<file path="src/hw/rtl/dlc_pkg.sv">
// Shared types and constants for the door lock controller.
`default_nettype none

package dlc_pkg;

  localparam int unsigned TimerBits = 16;
  localparam int unsigned CfgBits   = 16;
  localparam int unsigned CmpBits   = (TimerBits > CfgBits) ? TimerBits : CfgBits;

  localparam int unsigned InDataBits  = 8;
  localparam int unsigned OutDataBits = 8;

  localparam logic RegAutoLockDelay = 1'b0;
  localparam logic RegBlinkInterval = 1'b1;

  typedef enum logic [1:0] {
    ModeTick   = 2'd0,
    ModeUnlock = 2'd1,
    ModeLock   = 2'd2
  } mode_e;

  typedef struct packed {
    logic tamper_flag;
    logic door_is_open;
    logic is_locked;
    logic led_on;
    logic relay_on;
  } dlc_status_t;

endpackage

`default_nettype wire

</file>
<file path="src/hw/rtl/dlc_core.sv">
// Lock state registers and the per-item next-state logic.
`default_nettype none

module dlc_core (
  input  wire logic                           clk_i,
  input  wire logic                           rst_ni,
  input  wire logic                           step_en_i,
  input  wire logic [1:0]                     mode_i,
  input  wire logic                           door_sample_i,
  input  wire logic [dlc_pkg::CfgBits-1:0]    auto_lock_delay_i,
  input  wire logic [dlc_pkg::CfgBits-1:0]    blink_interval_i,
  output dlc_pkg::dlc_status_t                status_d_o
);
  import dlc_pkg::*;

  logic                 locked_q, locked_d;
  logic                 door_q, door_d;
  logic                 tamper_q, tamper_d;
  logic                 blink_en_q, blink_en_d;
  logic                 led_q, led_d;
  logic [TimerBits-1:0] unlock_el_q, unlock_el_d;
  logic [TimerBits-1:0] blink_el_q, blink_el_d;

  always_comb begin
    locked_d    = locked_q;
    door_d      = door_q;
    tamper_d    = tamper_q;
    blink_en_d  = blink_en_q;
    led_d       = led_q;
    unlock_el_d = unlock_el_q;
    blink_el_d  = blink_el_q;
    case (mode_i)
      ModeTick: begin
        unlock_el_d = (&unlock_el_q) ? unlock_el_q : unlock_el_q + 1'b1;
        blink_el_d  = (&blink_el_q) ? blink_el_q : blink_el_q + 1'b1;
        if (blink_en_q &&
            (CmpBits'(blink_el_d) >= CmpBits'(blink_interval_i))) begin
          blink_el_d = '0;
          led_d      = ~led_q;
        end
        if (door_sample_i != door_q) begin
          door_d = door_sample_i;
          if (door_sample_i && locked_q) begin
            tamper_d = 1'b1;
          end
          if (!door_sample_i && !locked_q) begin
            locked_d   = 1'b1;
            blink_en_d = 1'b1;
          end
        end
        if (!locked_d && (CmpBits'(unlock_el_d) >= CmpBits'(auto_lock_delay_i))) begin
          locked_d   = 1'b1;
          blink_en_d = 1'b1;
        end
      end
      ModeUnlock: begin
        if (locked_q) begin
          locked_d   = 1'b0;
          tamper_d   = 1'b0;
          blink_en_d = 1'b0;
          led_d      = 1'b1;
        end
        unlock_el_d = '0;
      end
      ModeLock: begin
        if (!locked_q) begin
          locked_d   = 1'b1;
          blink_en_d = 1'b1;
        end
      end
      default: begin
      end
    endcase
  end

  always_ff @(posedge clk_i or negedge rst_ni) begin
    if (!rst_ni) begin
      locked_q    <= 1'b1;
      door_q      <= 1'b0;
      tamper_q    <= 1'b0;
      blink_en_q  <= 1'b0;
      led_q       <= 1'b0;
      unlock_el_q <= '0;
      blink_el_q  <= '0;
    end else if (step_en_i) begin
      locked_q    <= locked_d;
      door_q      <= door_d;
      tamper_q    <= tamper_d;
      blink_en_q  <= blink_en_d;
      led_q       <= led_d;
      unlock_el_q <= unlock_el_d;
      blink_el_q  <= blink_el_d;
    end
  end

  assign status_d_o = '{
    tamper_flag:  tamper_d,
    door_is_open: door_d,
    is_locked:    locked_d,
    led_on:       led_d,
    relay_on:     ~locked_d
  };

`ifndef NO_ASSERTIONS
  a_tamper_only_locked: assert property (@(posedge clk_i) disable iff (!rst_ni)
    tamper_q |-> locked_q) else $error("tamper flag set while unlocked");

  a_blink_only_locked: assert property (@(posedge clk_i) disable iff (!rst_ni)
    blink_en_q |-> locked_q) else $error("blinking enabled while unlocked");

  a_unlock_restarts: assert property (@(posedge clk_i) disable iff (!rst_ni)
    (step_en_i && mode_i == ModeUnlock) |=> (!locked_q && unlock_el_q == '0))
    else $error("unlock did not release and restart the delay");
`endif

endmodule

`default_nettype wire

</file>
<file path="src/hw/rtl/door_lock_controller.sv">
// Top level of the door lock controller: stream ports, configuration and stages.
`default_nettype none

// Each transfer on the slave side is a one-millisecond tick with the reed switch
// sample, an unlock command or a lock command, and yields exactly one status
// transfer on the master side. Items pass an input register, combinational
// next-state logic and a result register, so the block takes one item per cycle
// unless the master side stalls; the single state update per item sets that rate.
// Configuration writes are taken at any time but are meant for idle periods.
module door_lock_controller (
  input  wire logic                          clk_i,
  input  wire logic                          rst_ni,
  input  wire logic                          cfg_we_i,
  input  wire logic                          cfg_addr_i,
  input  wire logic [dlc_pkg::CfgBits-1:0]   cfg_wdata_i,
  input  wire logic                          s_axis_tvalid,
  output logic                               s_axis_tready,
  // Fields from bit 0: mode[1:0], door_sample[2], zero fill.
  input  wire logic [dlc_pkg::InDataBits-1:0] s_axis_tdata,
  output logic                               m_axis_tvalid,
  input  wire logic                          m_axis_tready,
  // Fields from bit 0: relay_on, led_on, is_locked, door_is_open, tamper_flag, zero fill.
  output logic [dlc_pkg::OutDataBits-1:0]    m_axis_tdata
);
  import dlc_pkg::*;

  logic [CfgBits-1:0] auto_lock_delay_q;
  logic [CfgBits-1:0] blink_interval_q;

  logic               in_vld_q;
  logic [1:0]         in_mode_q;
  logic               in_door_q;
  logic               out_vld_q;
  dlc_status_t        out_stat_q;
  dlc_status_t        stat_d;
  logic               adv;
  logic               in_take;

  assign adv           = in_vld_q && (!out_vld_q || m_axis_tready);
  assign s_axis_tready = !in_vld_q || adv;
  assign in_take       = s_axis_tvalid && s_axis_tready;

  always_ff @(posedge clk_i or negedge rst_ni) begin
    if (!rst_ni) begin
      auto_lock_delay_q <= CfgBits'(5000);
      blink_interval_q  <= CfgBits'(500);
    end else if (cfg_we_i) begin
      unique case (cfg_addr_i)
        RegAutoLockDelay: auto_lock_delay_q <= cfg_wdata_i;
        RegBlinkInterval: blink_interval_q  <= cfg_wdata_i;
        default: begin
        end
      endcase
    end
  end

  always_ff @(posedge clk_i or negedge rst_ni) begin
    if (!rst_ni) begin
      in_vld_q  <= 1'b0;
      out_vld_q <= 1'b0;
    end else begin
      if (in_take) begin
        in_vld_q <= 1'b1;
      end else if (adv) begin
        in_vld_q <= 1'b0;
      end
      if (adv) begin
        out_vld_q <= 1'b1;
      end else if (m_axis_tready) begin
        out_vld_q <= 1'b0;
      end
    end
  end

  always_ff @(posedge clk_i) begin
    if (in_take) begin
      in_mode_q <= s_axis_tdata[1:0];
      in_door_q <= s_axis_tdata[2];
    end
    if (adv) begin
      out_stat_q <= stat_d;
    end
  end

  dlc_core u_core (
    .clk_i             (clk_i),
    .rst_ni            (rst_ni),
    .step_en_i         (adv),
    .mode_i            (in_mode_q),
    .door_sample_i     (in_door_q),
    .auto_lock_delay_i (auto_lock_delay_q),
    .blink_interval_i  (blink_interval_q),
    .status_d_o        (stat_d)
  );

  assign m_axis_tvalid = out_vld_q;
  assign m_axis_tdata  = {3'b000, out_stat_q.tamper_flag, out_stat_q.door_is_open,
                          out_stat_q.is_locked, out_stat_q.led_on, out_stat_q.relay_on};

`ifndef NO_ASSERTIONS
  a_relay_vs_lock: assert property (@(posedge clk_i) disable iff (!rst_ni)
    out_vld_q |-> (out_stat_q.relay_on != out_stat_q.is_locked))
    else $error("relay and lock state disagree");

  a_adv_fills_out: assert property (@(posedge clk_i) disable iff (!rst_ni)
    adv |=> out_vld_q) else $error("advanced item missing from result register");

  a_in_held: assert property (@(posedge clk_i) disable iff (!rst_ni)
    (in_vld_q && !adv) |=> (in_vld_q && $stable(in_mode_q) && $stable(in_door_q)))
    else $error("stalled input item lost");
`endif

endmodule

`default_nettype wire
</file>
<file path="config.mk">
export PLATFORM = sky130hd
export DESIGN_NAME = door_lock_controller
export DESIGN_NICKNAME = d
export VERILOG_FILES = /design/src/hw/rtl/dlc_pkg.sv /design/src/hw/rtl/dlc_core.sv /design/src/hw/rtl/door_lock_controller.sv
export SDC_FILE = /design/constraint.sdc
export NUM_CORES = 1
export LEC_CHECK = 0
export ABC_AREA = 1
export BUFFER_PORTS_ARGS = -buffer_cell sky130_fd_sc_hd__buf_2
export CAP_MARGIN = 20
export CORE_ASPECT_RATIO = 0.5
export CORE_UTILIZATION = 55
export DETAILED_ROUTE_END_ITERATION = 6
export GPL_ROUTABILITY_DRIVEN = 0
export PLACE_DENSITY = 0.79
export SYNTH_ARGS = -nofsm -noshare
export SYNTH_HDL_FRONTEND = slang
export SYNTH_HIERARCHICAL = 1
export SYNTH_SLANG_ARGS = --single-unit
</file>
<file path="constraint.sdc">
create_clock -name clk_i -period 5.4 [get_ports clk_i]
set_input_delay 1.08 -clock clk_i [delete_from_list [all_inputs] [get_ports clk_i]]
set_output_delay 1.08 -clock clk_i [all_outputs]
set_load 0.005 [all_outputs]
</file>
# Word level (Yosys, flattened, before mapping)
# Cells that the tools add are included.
[op_classes]
n_addsub = 2
magnitude_cmp = 2
eq_ne = 7
n_mux = 28
bitwise_logic = 3
n_reduce_logical = 25
[op_table]
columns = ["op", "n"]
rows = [
  ["16-bit two-way mux", 3],
  ["16-bit by 1-bit adder with 16-bit output, second input constant", 2],
  ["16-bit greater-or-equal comparator", 2],
  ["16-bit one-hot mux with 2 select lines", 1],
  ["16-bit AND reduction", 2],
  ["1-bit two-way mux", 20],
  ["2-bit AND reduction", 4],
  ["1-bit logical AND", 6],
  ["3-bit by 1-bit inequality test with 1-bit output, second input constant", 2],
  ["1-bit one-hot mux with 3 select lines", 2],
  ["6-bit AND reduction", 1],
  ["2-bit nonzero test", 3],
  ["1-bit zero test", 5],
  ["1-bit one-hot mux with 2 select lines", 2],
  ["1-bit inverter", 3],
  ["3-bit nonzero test", 1],
  ["2-bit by 1-bit equality test with 1-bit output, second input constant", 1],
  ["2-bit equality test, second input constant", 1],
  ["2-bit zero test", 1],
  ["1-bit logical OR", 2],
  ["2-bit by 1-bit inequality test with 1-bit output, second input constant", 1],
  ["2-bit inequality test, second input constant", 1],
  ["1-bit inequality test", 1],
]
[totals]
reg_bits = 79
in_bits = 30
elab_cells = 85

# Longest topological paths before layout
# Gate-level depths: netlist of run 1.
[depth]
ltp_word = 10
depth_mapped = 21
ltp_nobuf = 21

# Hierarchy
# Netlist of run 1, hierarchy kept.
[modules_own_cells]
columns = ["module", "instances", "cells_each", "area_per_inst_um2", "seq_area_each_um2"]
rows = [
  ["dlc_core", 1, 476, 3315.7, 927.1],
  ["door_lock_controller", 1, 164, 1690.4, 1104.8],
]

# Worst setup path after synthesis of run 1
# OpenSTA, ideal clock, no wires.
[synth_path]
path_type = "input port to flip-flop"
from = "input m_axis_tready"
to = "register u_core.unlock_el_q[12]"
t_arrival_ns = 2.447
t_required_ns = 5.269
path_slack_ns = 2.822
cell_stages = 6
path_buffers = 1
path_cell_list = "inv_1 > a21oi_1 > inv_1 > nor2_1 > clkbuf_1 > o22ai_1"
[synth_between]
elab_chain_cells = 3
[synth_lines]
columns = ["element", "line", "source"]
rows = [
  ["start: declaration", "door_lock_controller.sv:21", "input wire logic m_axis_tready,"],
  ["1-bit logical OR", "door_lock_controller.sv:39", "assign adv = in_vld_q && (!out_vld_q || m_axis_tready);"],
  ["1-bit logical AND", "door_lock_controller.sv:39", ""],
  ["via adv", "door_lock_controller.sv:36", "logic adv;"],
  ["2-bit AND reduction (no line)", "-", ""],
  ["end signal: assignment", "dlc_core.sv:91", "unlock_el_q <= unlock_el_d;"],
  ["end: declaration", "dlc_core.sv:21", "logic [TimerBits-1:0] unlock_el_q, unlock_el_d;"],
]
# The timed path passes the listed nets, and every way through them passes these cells.
# A chain may end at the register's enable or synchronous reset.

# Worst setup path after layout of run 1
[layout_path]
from = "register u_core.blink_el_q[0]"
to = "register u_core.blink_el_q[5]"
[layout_between]
elab_chain_cells = 5
word_cells_on_any_way = 6
cone_classes = "add/sub (1); order compare (1); mux (2); reduce/logical (2)"
[layout_lines]
columns = ["element", "line", "source"]
rows = [
  ["start: declaration", "dlc_core.sv:22", "logic [TimerBits-1:0] blink_el_q, blink_el_d;"],
  ["start signal: assignment", "dlc_core.sv:92", "blink_el_q <= blink_el_d;"],
  ["16-bit by 1-bit adder with 16-bit output or 16-bit AND reduction (tied branches)", "dlc_core.sv:35", "blink_el_d = (&blink_el_q) ? blink_el_q : blink_el_q + 1'b1;"],
  ["16-bit two-way mux (*)", "dlc_core.sv:35", ""],
  ["16-bit greater-or-equal comparator", "dlc_core.sv:37", "(CmpBits'(blink_el_d) >= CmpBits'(blink_interval_i))) begin"],
  ["1-bit logical AND", "dlc_core.sv:36", "if (blink_en_q &&"],
  ["16-bit two-way mux (*)", "dlc_core.sv:36", ""],
]
# Every way passes the cells marked *; elsewhere a longest branch is shown, timed or not.

==> results of run 1 <==
-- per-layer routing --
layer | up-vias | share of wire
met3 | 20 | 0.041
met2 | 90 | 0.46
met1 | 1938 | 0.48
met5 | - | 0
li1 | 2085 | -
met4 | 0 | 0.016
-- sequential cells by signal, summed over array words and instances (netlist names), 2 cells and up --
name,cells
u_core/blink_el_q,16
u_core/unlock_el_q,16
auto_lock_delay_q,16
m_axis_tdata,5
in_mode_q,2
blink_interval_q,16
-- cell type report --
cell class | count | area (um^2) | share of cell area
Clock buffer | 9 | 225 | 0.0412
Multi-Input combinational cell | 441 | 2440 | 0.447
Sequential cell | 79 | 2030 | 0.372
Tap cell | 117 | 146 | 0.0268
Inverter | 102 | 388 | 0.0709
Clock inverter | 7 | 63.8 | 0.0117
Timing Repair Buffer | 33 | 170 | 0.0311
-- worst min-delay path, delay by kind of cell (launching register included) --
kind	cells	cell delay, ps
flip-flops	1	370
AND/OR/NAND/NOR	2	90
-- power by group through the flow --
| stage | combinational (W) | clock (W) | sequential (W) |
|---|---|---|---|
| after global placement | 0.000326 | 0 | 0.000744 |
| after floorplan | 0.000270 | 0 | 0.000736 |
| after detailed placement | 0.000345 | 0 | 0.000748 |
| after global routing | 0.000401 | 0.000633 | 0.000747 |
| after CTS | 0.000348 | 0.000608 | 0.000738 |
| final | 0.000349 | 0.000593 | 0.000739 |
-- per-stage QoR --
step                 util  std cells  hold slack (ps)
finish              0.624        788              465
global route        0.624        788              481
CTS                 0.624        788              466
detailed placement  0.591        772              455
global placement    0.591        772              452
floorplan               -        642              442
-- logic make-up (layout without fill, tap and decap cells) --
logic type	after synthesis	after routing	synth area share
buffers and inverters	122	151	0.107
xor gates and xnor gates	19	19	0.0332
other	1	3	0.000749
and+or+nand+nor	314	314	0.291
DFF	79	79	0.406
adders and majority gates	34	34	0.0850
AOI/OAI and AO/OA	71	71	0.0767
-- synth_stat cells (2+ instances only) --
| cell type | count |
|---|---|
| o22ai_1 | 8 |
| buf_6 | 3 |
| nand3b_1 | 2 |
| dfstp_2 | 12 |
| edfxtp_1 | 8 |
| buf_2 | 3 |
| o21ai_1 | 11 |
| nor2_1 | 30 |
| a21oi_1 | 21 |
| buf_4 | 13 |
| dfrtp_1 | 59 |
| nor2_2 | 4 |
| clkinv_1 | 2 |
| nand3_2 | 4 |
| inv_1 | 93 |
| nor4_1 | 2 |
| ha_1 | 34 |
| nor3_2 | 4 |
| xor2_1 | 18 |
| nand3_1 | 47 |
| nor2_4 | 4 |
| nand4_1 | 6 |
| o21ai_0 | 26 |
| nor3_1 | 9 |
| inv_2 | 6 |
| nand2_2 | 4 |
| nand2_1 | 190 |
| o21ai_2 | 3 |
-- how the worst max path moves through the flow --
stage / startpoint / end / slack [ps] / cells past startpoint
2_1_floorplan: m_axis_tready / u_core/unlock_el_q[12]$_DFFE_PN0P_ / 2820 / 6
3_3_place_gp: m_axis_tready / u_core/blink_el_q[0]$_DFFE_PN0P_ / 2250 / 9
3_5_place_dp: m_axis_tready / u_core/blink_el_q[0]$_DFFE_PN0P_ / 2180 / 9
4_1_cts: u_core/blink_el_q[0]$_DFFE_PN0P_ / u_core/blink_el_q[5]$_DFFE_PN0P_ / 2230 / 18
5_1_grt: u_core/blink_el_q[0]$_DFFE_PN0P_ / u_core/blink_el_q[2]$_DFFE_PN0P_ / 1810 / 18
6_report: u_core/blink_el_q[0]$_DFFE_PN0P_ / u_core/blink_el_q[5]$_DFFE_PN0P_ / 2160 / 18
==> out/metrics.cfg, run 1 <==
[final_layout]
n_antenna_cell = 0
drive_gt1_frac = 0.145
final_cell_mix = 190 x nand2_1, 93 x inv_1, 59 x dfrtp_1
syn_to_final_growth_pct = 9.25
final_common_cell = nand2_1
fillers = 770
final_area_mm2 = 0.00547
nets = 730

[synthesis]
synth.top_cell.area_share = 0.295
synth-main-ff-cell = dfrtp_1
synth.distinct_cells = 42
seq_area_frac_synth = 0.406
yosysTopAreaCell = dfrtp_1
synth_edf_count = 8
yosysWarnings = 6
async_reset_ff_frac = 0.899
ys_ff_latch = 79
synth.cell_area_mm2 = 0.00501
synth.area.top_cells = dfrtp_1 29%, nand2_1 14%, ha_1 8.5%
synth_area_per_cell_um2 = 7.82
netlist_instances = 640

[grt]
met1_usage = 0.318
grt_util_met3 = 0.0694
met2_usage = 0.394
grt_pass1_wl_mm = 17.9
top_usage_layer = met2
grt_use_total = 0.245
gr-total-overflow = 0
grt_max_degree = 39
first_global_vias = 3943
antenna_found_initial = 0

[power]
swShare = 0.305
total_power_w = 0.00168
powerDensity_mw_per_mm2 = 307
power_frac_comb = 0.208
peakVddDrop_uv = 167
internal-power_w = 0.00117
leakage_nw = 2.89
power_switching_w = 0.000512
clkPwrFrac = 0.353
seqPwrFrac = 0.440

[clock_tree]
holdBufCountCts = 0
cts_root_buf = clkbuf_16
cts.sink_count = 79
cts_buffers = 9
clock_latency_ps = 340
clk_path_buf_depth = 2
cts.htree.levels = 3
cts_resized = 0
cts.clk_slew.worst_paths_ps = 60
post_cts_buffers = 0
cts_tree = yes

[worst_setup_path]
slowest_stage = dfrtp_1
slowest_delay_ps = 470
required_ps = 5590
cpMostUsedCell = nand2_1
rrSetupSlack_ps = 2160
arrival_ps = 3430
path_cells = ha_1 -> nand3_1 -> nor2_2 -> nand3_1 -> xor2_1 -> inv_1 -> nor2_1 -> inv_1 -> ha_1 -> nand2_1 -> nor3_1 -> nand2_1 -> nand2_1 -> nand2_1 -> nand2_2 -> inv_2 -> nand2_1 -> o21ai_1
crit_type = reg -> reg
reg2reg_to = u_core/blink_el_q[5]$_DFFE_PN0P_
rr_startpoint = u_core/blink_el_q[0]$_DFFE_PN0P_
cp-end-kind = flop
cp_num_buf_inv = 3
cp-start-kind = flop
worst_r2r_path_depth = 18
crit_fanout = 9
cp_top_family = simple AND/OR/NAND/NOR gates

[timing]
rsz0062_at_grt = no
clock_skew_ps = 5.08
relSlewSlack = 0.321
min_period_ps = 3240
max_freq_mhz = 308
worst_slack_ps = 2160
tightest_slew_ps = 1010
finalMaxSlewViolations = 0
finalSetupViolCount = 0
tns_ps = 0
finalHoldViolations = 0
period_share = 0.600

[min_path]
hp-class = reg -> reg
worstHoldStart = blink_interval_q[4]$_DFFE_PN1P_
min_delay_path_depth = 2
hold_path_end = blink_interval_q[4]$_DFFE_PN1P_

[placement]
dpl-instance-area_mm2 = 0.00518
hpwl_mm = 7.74
port_buffers = 31
preCtsSetupSlack_ps = 2180

[outcome]
status = complete, no violations

[route]
vias_per_cell = 5.24
wire_per_inst_um = 13.3
drt_iter0_drc = 314
drc = 0
vias = 4133
wl_mm = 10.4
drtPass1Iterations = 5
ant_nets = 0

[die]
start_util = 0.571
die_w_um = 137
coreArea_mm2 = 0.00877
rows = 24
die_h_um = 69.5
ios = 40
dieArea_mm2 = 0.00951

[flow_run]
cap_violations = 0

(Power assumes the default switching activity.)
==> run 2: changes to the inputs <==
Settings changed: ABC_AREA 1 to 0.
Clock period 5.4 ns to 3.3 ns, I/O delays scaled along.
==> out/metrics.cfg, run 2 <==
[synthesis]
yosysTopAreaCell = dfrtp_1
synth-main-ff-cell = dfrtp_1
synth_area_per_cell_um2 = 9.97  ; +27%
synthMostInstantiatedCell = dfrtp_1
yosysWarnings = 6  ; unchanged
synth_common_cells = 59 x dfrtp_1, 41 x nand2_1, 38 x inv_1
synth.distinct_cells = 62  ; +48%
synth_edf_count = 8  ; unchanged
synth.area.top_cells = dfrtp_1 30%, ha_1 8.6%, dfstp_2 6.4%
ys_ff_latch = 79  ; unchanged
seq_area_frac_synth = 0.413  ; +0.00681
async_reset_ff_frac = 0.899  ; unchanged
synth.cell_area_mm2 = 0.00492  ; -1.6%
netlist_instances = 494  ; -23%
synth.top_cell.area_share = 0.300  ; +0.00495

[grt]
grt_use_total = 0.271  ; +0.0264
antenna_found_initial = 0  ; unchanged
gr-total-overflow = 0  ; unchanged
first_global_vias = 3892  ; -1.3%
grt_pass1_wl_mm = 19.0  ; +5.8%
grt_max_degree = 35  ; -10%

[final_layout]
drive_gt1_frac = 0.311  ; +0.166
final_cell_mix = 59 x dfrtp_1, 48 x buf_4, 41 x nand2_1
fin_cells = 682  ; -13%
syn_to_final_growth_pct = 19.6
nets = 629  ; -14%
final_util = 0.705  ; +0.0817
n_antenna_cell = 0  ; unchanged
fillers = 584  ; -24%
final_common_cell = dfrtp_1

[clock_tree]
cts.sink_count = 79  ; unchanged
cts_root_buf = clkbuf_16
cts_tree = yes
clk_path_buf_depth = 2  ; unchanged
cts.htree.levels = 3  ; unchanged
cts_buffers = 9  ; unchanged
holdBufCountCts = 0  ; unchanged
cts.clk_slew.worst_paths_ps = 60  ; about the same
clock_latency_ps = 350  ; about the same

[timing]
finalHoldViolations = 0  ; unchanged
max_freq_mhz = 310  ; +0.53%
worst_slack_ps = 75.3  ; -2080 ps
period_share = 0.977  ; +0.377
tightest_slew_ps = 950  ; -64.9 ps
hold_ws_ps = 393  ; -72.7 ps
finalMaxSlewViolations = 0  ; unchanged
finalSetupViolCount = 0  ; unchanged
min_period_ps = 3220  ; -17.2 ps
clock_skew_ps = 10.9  ; +5.84 ps
relSlewSlack = 0.367  ; +0.0457
rsz0062_at_grt = yes

[worst_setup_path]
slowest_delay_ps = 480  ; about the same
worst_r2r_path_depth = 14  ; -4
reg2reg_to = m_axis_tdata[1]$_DFFE_PP_
cp-end-kind = flop
crit_end = m_axis_tdata[1]$_DFFE_PP_
crit_fanout = 6  ; -3
cp-start-kind = flop
worstSetupStartpoint = u_core/blink_el_q[4]$_DFFE_PN0P_
rrSetupSlack_ps = 80  ; -2080 ps
path_cells = and4_1 -> buf_4 -> nand4_4 -> buf_6 -> or2_2 -> nand3_1 -> o21a_1 -> ha_4 -> nand4_1 -> or4_4 -> o21ai_4 -> buf_6 -> nor3_1 -> a311oi_1
cpMostUsedCell = buf_6
required_ps = 3470  ; -2120 ps
slowest_stage = or4_4
crit_type = reg -> reg
arrival_ps = 3390  ; -40 ps
rr_startpoint = u_core/blink_el_q[4]$_DFFE_PN0P_

[die]
start_util = 0.590  ; +0.0190
dieArea_mm2 = 0.00936  ; -1.6%
coreArea_mm2 = 0.00835  ; -4.8%
ios = 40  ; unchanged
rows = 23  ; -4.2%
die_w_um = 136  ; -0.81%
die_h_um = 68.9  ; -0.81%

[route]
vias_per_cell = 5.88  ; +12%
vias = 4010  ; -3.0%
wire_per_inst_um = 17.5  ; +32%
drt_iter0_drc = 377  ; +20%
wl_mm = 12.0  ; +14%
ant_nets = 0  ; unchanged
drc = 0  ; unchanged
drtPass1Iterations = 5  ; unchanged

[min_path]
hp-class = in -> async

[power]
peakVddDrop_uv = 275  ; +64%
total_power_w = 0.00317  ; +89%
leakage_nw = 2.83  ; -2.0%
powerDensity_mw_per_mm2 = 539  ; +76%

[placement]
placed_cells = 658  ; -15%
port_buffers = 31  ; unchanged
hpwl_mm = 7.90  ; +2.0%
preCtsSetupSlack_ps = 4.81  ; -2180 ps

[flow_run]
cap_violations = 0  ; unchanged

[outcome]
status = complete, no violations

## run 2: changes by cell type after synthesis, moves of 9 or more
cell,before,now
nand3_1,47,10
inv_1,93,38
a22o_1,1,13
mux2_2,0,24
xnor2_1,1,11
nand2_1,190,41
mux2_4,0,10
mux2i_1,0,9
## run 2: cell families (layout without fill, tap and decap cells)
kind of cell | count (synthesis) | count (layout) | share of synthesized area
simple gates | 150 | 150 | 0.161
compound gates | 103 | 103 | 0.132
flops | 79 | 79 | 0.413
buf+inv | 62 | 136 | 0.0640
mux | 44 | 44 | 0.106
fa+ha+maj | 34 | 34 | 0.0864
xor+xnor | 21 | 21 | 0.0374
other cells | 1 | 3 | 0.000762
## run 2: worst max-delay path: cells and delay by family, from the launching register on
| family | cells | cell delay (ps) |
|---|---|---|
| compound gates | 3 | 650 |
| fa+ha+maj | 1 | 150 |
| buf+inv | 3 | 460 |
| flops | 1 | 360 |
| simple gates | 7 | 1420 |
## run 2: final cells by class
type | instances | area (um^2) | area share
Multi-Input combinational cell | 355 | 2690 | 0.457
Tap cell | 112 | 140 | 0.0238
Inverter | 38 | 143 | 0.0242
Sequential cell | 79 | 2030 | 0.345
Clock buffer | 10 | 229 | 0.0389
Clock inverter | 6 | 93.8 | 0.0159
Timing Repair Buffer | 82 | 558 | 0.0948
## run 2: per-layer routing
metal  vias up  GRT usage  routed length [um]
met3        24     0.0665                 576
met5         -          0                   0
met4         0      0.103                 200
met2       119      0.464                5900
met1      1986      0.340                5270
li1       1881          -                   -
## run 2: report_power, final
group | total, W | switching [W] | internal [W]
logic | 0.000862 | 0.000457 | 0.000405
registers | 0.00122 | 0.0000877 | 0.00113
clock network | 0.00109 | 0.000422 | 0.000668
total | 0.00317 | 0.000966 | 0.00221
## run 2: how the worst min path moves through the flow
| stage | start | to | slack, ps | cells after the start |
|---|---|---|---|---|
| 6_report | rst_ni | u_core/blink_el_q[4]$_DFFE_PN0P_ | 390 | 1 |
| 5_1_grt | rst_ni | u_core/blink_el_q[4]$_DFFE_PN0P_ | 460 | 1 |
| 4_1_cts | rst_ni | u_core/blink_el_q[2]$_DFFE_PN0P_ | 420 | 1 |
| 3_5_place_dp | in_vld_q$_DFFE_PN0P_ | m_axis_tvalid$_DFFE_PN0P_ | 490 | 1 |
| 3_3_place_gp | in_vld_q$_DFFE_PN0P_ | m_axis_tvalid$_DFFE_PN0P_ | 470 | 1 |
| 2_1_floorplan | rst_ni | auto_lock_delay_q[0]$_DFFE_PN0P_ | 360 | 0 |
## run 2: repair_timing
item	CTS	global route
buffers inserted	0	8
resized for setup	3	25
pin swaps	0	19
setup endpoints to repair	5	19
## run 2: metrics by stage
stage	TNS (ps)	area [um^2]
after floorplan	-89.3	4940
after global placement	0	5400
after detailed placement	0	5400
after CTS	0	5730
after global routing	-218	5890
final	0	5890
==> run 3: changes to the inputs <==
Settings changed: CORE_ASPECT_RATIO 0.5 to 1.2, SETUP_SLACK_MARGIN from default to 0.1.
==> out/metrics.cfg, run 3 (synthesis results as in run 2) <==
[outcome]
status = complete, no violations

[clock_tree]
cts_tree = yes
cts_buffers = 9  ; unchanged
cts.htree.levels = 3  ; unchanged
cts_root_buf = clkbuf_8
clk_path_buf_depth = 2  ; unchanged
clock_latency_ps = 370  ; +20 ps
cts.clk_slew.worst_paths_ps = 90  ; +30 ps
cts.sink_count = 79  ; unchanged

[die]
die_w_um = 88.4  ; -35%
die_h_um = 106  ; +53%
ios = 40  ; unchanged
coreArea_mm2 = 0.00861  ; +3.2%
start_util = 0.572  ; -0.0182
dieArea_mm2 = 0.00934  ; -0.23%
rows = 37  ; +61%

[worst_setup_path]
path_cells = and4_4 -> and3_4 -> and4_4 -> and3_4 -> nand3_2 -> o21a_1 -> ha_4 -> nand4_1 -> or4_4 -> o21ai_4 -> buf_6 -> buf_6 -> o21ai_0 -> a22o_1
slowest_stage = or4_4
required_ps = 3560  ; +90 ps
cp-end-kind = flop
cp-start-kind = flop
arrival_ps = 3500  ; +110 ps
cp_top_family = simple AND/OR/NAND/NOR gates
worst_r2r_path_depth = 14  ; unchanged
crit_type = reg -> reg
crit_fanout = 8  ; +2
slowest_delay_ps = 450  ; -30 ps
cp.depth = 14  ; unchanged
cp_num_buf_inv = 2  ; -1

[timing]
rsz0062_at_grt = yes
tns_ps = 0  ; unchanged
relSlewSlack = 0.373  ; +0.00626
tightest_slew_ps = 941  ; -9.39 ps
min_period_ps = 3240  ; +17.6 ps
max_freq_mhz = 308  ; -0.54%
clock_skew_ps = 9.53  ; -1.39 ps
finalSetupViolCount = 0  ; unchanged
finalHoldViolations = 0  ; unchanged
finalMaxSlewViolations = 0  ; unchanged
period_share = 0.983  ; +0.00534

[route]
wl_met2_mm = 5.83  ; -1.3%
wl_mm = 11.2  ; -6.6%
top_layer = met4
vias = 3935  ; -1.9%
drt_iter0_drc = 214  ; -43%
vias_per_cell = 5.63  ; -4.3%
dr_wl_met3_um = 329  ; -43%
drc = 0  ; unchanged
ant_nets = 0  ; unchanged
wire_per_inst_um = 16.0  ; -8.9%
drt-met1-wl_mm = 4.70  ; -11%
drtPass1Iterations = 6  ; +1

[flow_run]
cap_violations = 0  ; unchanged

[power]
peakVddDrop_uv = 224  ; -19%
total_power_w = 0.00273  ; -14%
powerDensity_mw_per_mm2 = 465  ; -14%
leakage_nw = 2.84  ; +0.59%

[grt]
first_global_vias = 3898  ; +0.15%
gr-total-overflow = 0  ; unchanged
grt_pass1_wl_mm = 18.0  ; -5.3%
antenna_found_initial = 0  ; unchanged
grt_use_total = 0.251  ; -0.0206
grt_max_degree = 42  ; +20%

[placement]
hpwl_mm = 7.96  ; +0.70%
placed_cells = 665  ; +1.1%
port_buffers = 31  ; unchanged

[final_layout]
fin_cells = 699  ; +2.5%
final_cell_mix = 58 x dfrtp_1, 57 x buf_4, 41 x nand2_1
nets = 641  ; +1.9%
syn_to_final_growth_pct = 19.2
n_antenna_cell = 0  ; unchanged
drive_gt1_frac = 0.333  ; +0.0228
final_common_cell = dfrtp_1

[min_path]
hp-class = in -> async

-- run 3: cell count changes in the layout (fill, tap and decap cells not counted), sizes merged --
| cell | previous run | this run |
|---|---|---|
| buf | 82 | 94 |
| bufinv | 2 | 0 |
| clkinv | 2 | 4 |
-- run 3: final cells by class --
class | instances | area [um^2]
Clock buffer | 10 | 138
Timing Repair Buffer | 94 | 659
Tap cell | 117 | 146
Multi-Input combinational cell | 355 | 2720
Sequential cell | 79 | 2030
Inverter | 38 | 143
Clock inverter | 6 | 35.0
Fill cell | 660 | 2740
-- run 3: what timing repair did --
item,CTS,global route
endpoints found under the setup margin,15,18
pin swaps,9,9
buffers inserted,5,13
gates resized for setup,11,23
hold buffers,0,0
-- run 3: through the flow --
stage | utilization | area (um^2) | worst slack [ps] | hold WS [ps]
finish | 0.682 | 5870 | 57.6 | 369
global route | 0.682 | 5870 | -54.3 | 407
CTS | 0.660 | 5680 | 85.4 | 380
detailed placement | 0.630 | 5430 | -16.8 | 480
global placement | 0.630 | 5430 | 69.0 | 466
floorplan | - | 4960 | -89.3 | 364
-- run 3: path summary, 6_finish.rpt --
check | from | end | slack (ps)
max | u_core/blink_el_q[4]$_DFFE_PN0P_ | u_core/blink_el_q[11]$_DFFE_PN0P_ | 60
max reg2reg | u_core/blink_el_q[4]$_DFFE_PN0P_ | u_core/blink_el_q[11]$_DFFE_PN0P_ | 60
min reg2reg | in_vld_q$_DFFE_PN0P_ | m_axis_tvalid$_DFFE_PN0P_ | 500
max in group asynchronous | rst_ni | u_core/locked_q$_DFFE_PN1P_ | 2200
min | rst_ni | auto_lock_delay_q[0]$_DFFE_PN0P_ | 370
min in group clk_i | s_axis_tdata[1] | in_mode_q[1]$_DFFE_PP_ | 470
-- run 3: report_power, final --
| part | switching [W] | internal, W | total, W | leakage, nW |
|---|---|---|---|---|
| Clock | 0.000374 | 0.000290 | 0.000663 | 0.0899 |
| Combinational | 0.000434 | 0.000413 | 0.000847 | 1.82 |
| Sequential | 0.0000869 | 0.00113 | 0.00122 | 0.933 |
-- run 3: layer usage --
| metal | GRT usage | vias to the layer above |
|---|---|---|
| li1 | - | 1912 |
| met1 | 0.303 | 1909 |
| met4 | 0.130 | 0 |
| met5 | 0 | - |
| met2 | 0.430 | 87 |
| met3 | 0.0290 | 27 |
